**src/design/wcc_pkg.sv**
```systemverilog
// Shared constants, codes and types of the wall crossing clamp.
package wcc_pkg;

  localparam int MAX_WALLS_DEF  = 64;
  localparam int COORD_BITS_DEF = 32;
  localparam int FRAC_BITS      = 16;
  localparam int T_BITS         = 17;
  localparam int STEP_BITS      = $clog2(T_BITS + 1);

  localparam logic [T_BITS-1:0] T_ONE = T_BITS'(65536);

  // Action codes of an input item.
  localparam logic [1:0] ACT_CLEAR  = 2'd0;
  localparam logic [1:0] ACT_APPEND = 2'd1;
  localparam logic [1:0] ACT_QUERY  = 2'd2;

  typedef enum logic [3:0] {
    ST_IDLE,
    ST_READ,
    ST_BAND,
    ST_MUL,
    ST_CHK,
    ST_DSTART,
    ST_DWAIT,
    ST_SCL_X,
    ST_SCL_Z,
    ST_UPD,
    ST_NEXT,
    ST_FIN
  } state_t;

  // Status of one ratio division.
  typedef struct packed {
    logic              done;
    logic              ok;
    logic [T_BITS-1:0] q;
  } div_res_t;

endpackage

```
**src/design/wcc_div.sv**
```systemverilog
// Bit-serial Q1.16 ratio divider with range check for the crossing parameters.
module wcc_div import wcc_pkg::*; #(
  parameter int XW = 2 * (COORD_BITS_DEF + 2)
) (
  input  logic          clk,
  input  logic          rst_n,
  input  logic          start,
  input  logic [XW-1:0] num,
  input  logic [XW-1:0] den,
  output div_res_t      res
);

  logic [XW:0]            rem_r;
  logic [XW-1:0]          d_r;
  logic [T_BITS-1:0]      q_r;
  logic [STEP_BITS-1:0]   cnt_r;
  logic                   neg_r;
  logic                   ovf_r;
  logic                   busy_r;
  logic                   done_r;
  logic [XW-1:0]          n_mag;
  logic [XW-1:0]          d_mag;
  logic                   ge;
  logic [XW:0]            diff;

  // Magnitudes of the operands.
  assign n_mag = num[XW-1] ? (~num + XW'(1)) : num;
  assign d_mag = den[XW-1] ? (~den + XW'(1)) : den;

  // One quotient bit per cycle; the remainder stays below twice the divisor unless the ratio overflows.
  assign ge   = (rem_r >= {1'b0, d_r});
  assign diff = ge ? (rem_r - {1'b0, d_r}) : rem_r;

  // Control state of the divider.
  always_ff @(posedge clk) begin
    if (!rst_n) begin
      busy_r <= 1'b0;
      done_r <= 1'b0;
    end else if (start) begin
      busy_r <= 1'b1;
      done_r <= 1'b0;
    end else if (busy_r && cnt_r == STEP_BITS'(1)) begin
      busy_r <= 1'b0;
      done_r <= 1'b1;
    end
  end

  // Datapath of the divider.
  always_ff @(posedge clk) begin
    if (start) begin
      rem_r <= {1'b0, n_mag};
      d_r   <= d_mag;
      q_r   <= '0;
      cnt_r <= STEP_BITS'(T_BITS);
      neg_r <= num[XW-1] ^ den[XW-1];
      // A numerator of twice the divisor or more gives a ratio of two or more.
      ovf_r <= ({1'b0, n_mag} >= {d_mag, 1'b0});
    end else if (busy_r) begin
      rem_r <= {diff[XW-1:0], 1'b0};
      q_r   <= {q_r[T_BITS-2:0], ge};
      cnt_r <= cnt_r - STEP_BITS'(1);
    end
  end

  // The ratio is usable when it lies in [0, 1] after truncation toward zero.
  assign res.done = done_r;
  assign res.q    = q_r;
  assign res.ok   = done_r && !ovf_r && (q_r <= T_ONE) && !(neg_r && (q_r != '0));

endmodule

```
**config.mk**
```make
export PLATFORM = sky130hd
export DESIGN_NAME = wcc_div
export DESIGN_NICKNAME = d
export VERILOG_FILES = /design/src/design/wcc_pkg.sv /design/src/design/wcc_div.sv
export SDC_FILE = /design/constraint.sdc
export NUM_CORES = 1
export LEC_CHECK = 0
export BUFFER_PORTS_ARGS = -buffer_cell sky130_fd_sc_hd__buf_2
export CORE_ASPECT_RATIO = 1.2
export CORE_UTILIZATION = 35
export CTS_BUF_LIST = sky130_fd_sc_hd__clkbuf_8
export CTS_CLUSTER_DIAMETER = 80
export DETAILED_ROUTE_END_ITERATION = 8
export REMOVE_ABC_BUFFERS = 1
export SETUP_SLACK_MARGIN = 0.15
export SLEW_MARGIN = 15
export SYNTH_ARGS = -nofsm -noshare
export SYNTH_HDL_FRONTEND = slang
export SYNTH_SLANG_ARGS = --single-unit
```
**constraint.sdc**
```tcl
create_clock -name clk -period 8.2 [get_ports clk]
set_input_delay 1.23 -clock clk [delete_from_list [all_inputs] [get_ports clk]]
set_output_delay 1.23 -clock clk [all_outputs]
set_load 0.005 [all_outputs]
```
==> run metrics <==
status finished, violations left; TritonCTS clock tree built; Avg WL per Cell 18.8 um; Die ar. 44400 um2; CORE AREA 42900 um2; MaxCap Viol Count 0; # setup viols final 0; fraction of registers with async set/reset 0%; Power Total 0.00377 W; vias 13.8k; metal3 WL 2390 um; Post-CTS Resized 0; worst-skew pair later-pin latency 0.51 ns; DRT iter0 DRCs 1016; pin count of the biggest net entering global routing 70; synthesized flop and latch total 163; Max FO, Critical Path 4; Num CTS Buffers 17; final WL 47400 um; YS warnings 0; nets 2225; initial core utilization 35.6%; post-CTS setup buffers 0; Row Count 83; total track usage 21.7%; CTS H-tree lvls 4; max layer used met5; metal1 wirelength 19900 um; unique cell type count in the Yosys netlist 72; clk sink count 163; vias in the first global route 13.8k; Hold Buf Count CTS 0; peak supply drop 0.0963 mV; initial antenna violation count 9; Slew HR 33.5%; commonest non-fill, non-tap cell in the layout nand2_1; Achievable Freq 159 MHz; Avg Cell Area, Syn 8.36 um2; most frequent cells in the layout nand2_1, a21oi_1, inv_1; Most used DFF post-synth edfxtp_1; Max Slew Vio Count 0; Remaining Overflow, GRT 0; HPWL after DPL 38200 um; sequential area share after synthesis 30.5%; RSZ-0062 raised after global routing no; number of synthesized flops with an enable pin 138; DR pass1 iterations 7; first-pass GRT wire length 74300 um; Detail Route Antenna Nets 0; cell area power density 222 nW/um2; # DRC 4; nature of the critical path endpoint register; Hold WS 0.512 ns; buffers added on ports 157; routability cong. 0.919; deepest clock path buffer count 2; ratio of final minimum period to clock period 76.8%; CP required 8.45 ns; setup TNS 0 ns; Hold Path Class reg2reg; Reg clk slew, reported paths 0.11 ns; minimum clock period 6.30 ns; kind of critical path in2reg; final setup margin 1.90 ns; Final Hold Vio Count 0; Worst Skew 0.0226 ns; P_leak 7.20 nW; area grow syn2layout 11.1%; violated checks design-rule violations; Die Ht 231 um; IO Count 158; post-DR vias/cell 5.48; root buf cell clkbuf_8; layout cells sized above 1 12.3%; CP Data Arrival Time 6.55 ns; Synth Cell Area 15200 um2; die width 193 um; Worst-Margin Slew 0.998 ns; CP Launch Type primary input; Mapped Cells 1824; Setup WS pre-CTS 1.36 ns; fillcell total 4449; met2 WL 22900 um
[state kept, by name, summed over array words and instances, names as in the netlist]
| name | cells |
|---|---|
| neg_r | 1 |
| ovf_r | 1 |
| rem_r | 69 |
| cnt_r | 5 |
| d_r | 68 |
| busy_r | 1 |
| done_r | 1 |
| q_r | 17 |
[cell usage after synthesis (all sizes together), types with 2 or more instances]
cell type	instances	share of area (%)
o21bai	20	0.98
nand3	10	0.33
o31ai	42	2.1
or4	24	1.3
nand3b	3	0.15
nor4	11	0.45
o21ai	135	4.4
mux2	4	0.30
nand2	172	4.2
nor2	142	3.5
a31o	2	0.11
o211ai	12	0.59
a21oi	167	5.5
mux2i	23	1.5
buf	8	0.28
or4b	2	0.13
nor3	23	0.75
edfxtp	138	27
o41ai	21	1.4
o31a	6	0.34
xnor2	109	6.3
a41oi	3	0.17
nor3b	2	0.098
clkbuf	59	1.5
or3	29	1.3
and2	9	0.37
nand4	35	1.4
or2	13	0.53
dfxtp	25	3.3
a221oi	3	0.17
a2bb2oi	2	0.11
a221o	6	0.39
xor2	90	5.2
o21a	19	0.94
inv	165	4.1
a31oi	18	0.74
and4	2	0.11
a21boi	10	0.49
a21o	52	2.6
nor2b	16	0.66
nand2b	12	0.49
and3	11	0.45
a211oi	11	0.54
ha	139	11
[kinds of logic (layout without fill, tap and decap cells)]
family	Yosys count	in the layout	synth area share, %
and+or+nand+nor	521	521	16.6
AOI/OAI and AO/OA	541	541	22.3
DFF	163	163	30.5
other	0	3	0
adders and majority gates	141	141	11.6
buffers and inverters	232	367	5.79
xor gates and xnor gates	199	199	11.4
muxes	27	27	1.81
[per-stage QoR]
step	std cells	utilization [%]	area, um2
5_1_grt	2512	39.5	16900
3_5_place_dp	2479	38.7	16600
2_1_floorplan	1757	-	15000
3_3_place_gp	2479	38.7	16600
6_report	2514	39.5	16900
4_1_cts	2511	39.5	16900
[critical path, cell delays in order]
cell and delay (ns):
buf_2 0.11, or4_4 0.54, or3_4 0.36, or4_4 0.44, or3_1 0.35, or3_4 0.42
or3_1 0.47, or4_4 0.50, o31ai_1 0.26, xnor2_1 0.19, ha_1 0.29, a21o_1 0.16
a21o_1 0.17, a21o_1 0.17, a21oi_1 0.15, nor2b_1 0.06, o21ai_0 0.14, nand2b_1 0.07
a21oi_1 0.17, o21ai_0 0.09, a21oi_1 0.13, nor3_1 0.06
[cell type report]
cell class	count	area [um2]	share of cell area (%)
multi-input combinational	1429	9740	57.5
sequential	163	4640	27.4
timing repair buffer	170	886	5.23
tap	552	691	4.08
inverter	165	621	3.66
clock buffer	17	234	1.38
clock inverter	15	120	0.709
antenna	3	7.51	0.0443
[final timing paths]
kind	startpoint	end	slack [ns]	depth (start not counted)
setup / recovery	num[22]	ovf_r$_DFFE_PP_	1.90	22
hold / removal	cnt_r[1]$_SDFFE_PP0P_	cnt_r[1]$_SDFFE_PP0P_	0.51	2
setup reg to reg	rem_r[4]$_DFFE_PP_	rem_r[62]$_DFFE_PP_	3.04	13
hold reg to reg	cnt_r[1]$_SDFFE_PP0P_	cnt_r[1]$_SDFFE_PP0P_	0.51	2
[layer usage]
| metal | track usage, % | up-vias |
|---|---|---|
| met5 | 0 | - |
| li1 | - | 6823 |
| met1 | 26.5 | 6503 |
| met2 | 36.6 | 333 |
| met3 | 3.77 | 97 |
| met4 | 10.4 | 12 |
[where the power goes]
group,switching [W],internal [W],total [W]
combinational,0.00126,0.000792,0.00206
sequential,0.0000642,0.00108,0.00114
clock,0.000353,0.000217,0.000570
total,0.00168,0.00209,0.00377
Power figures use the tool's default switching activity.
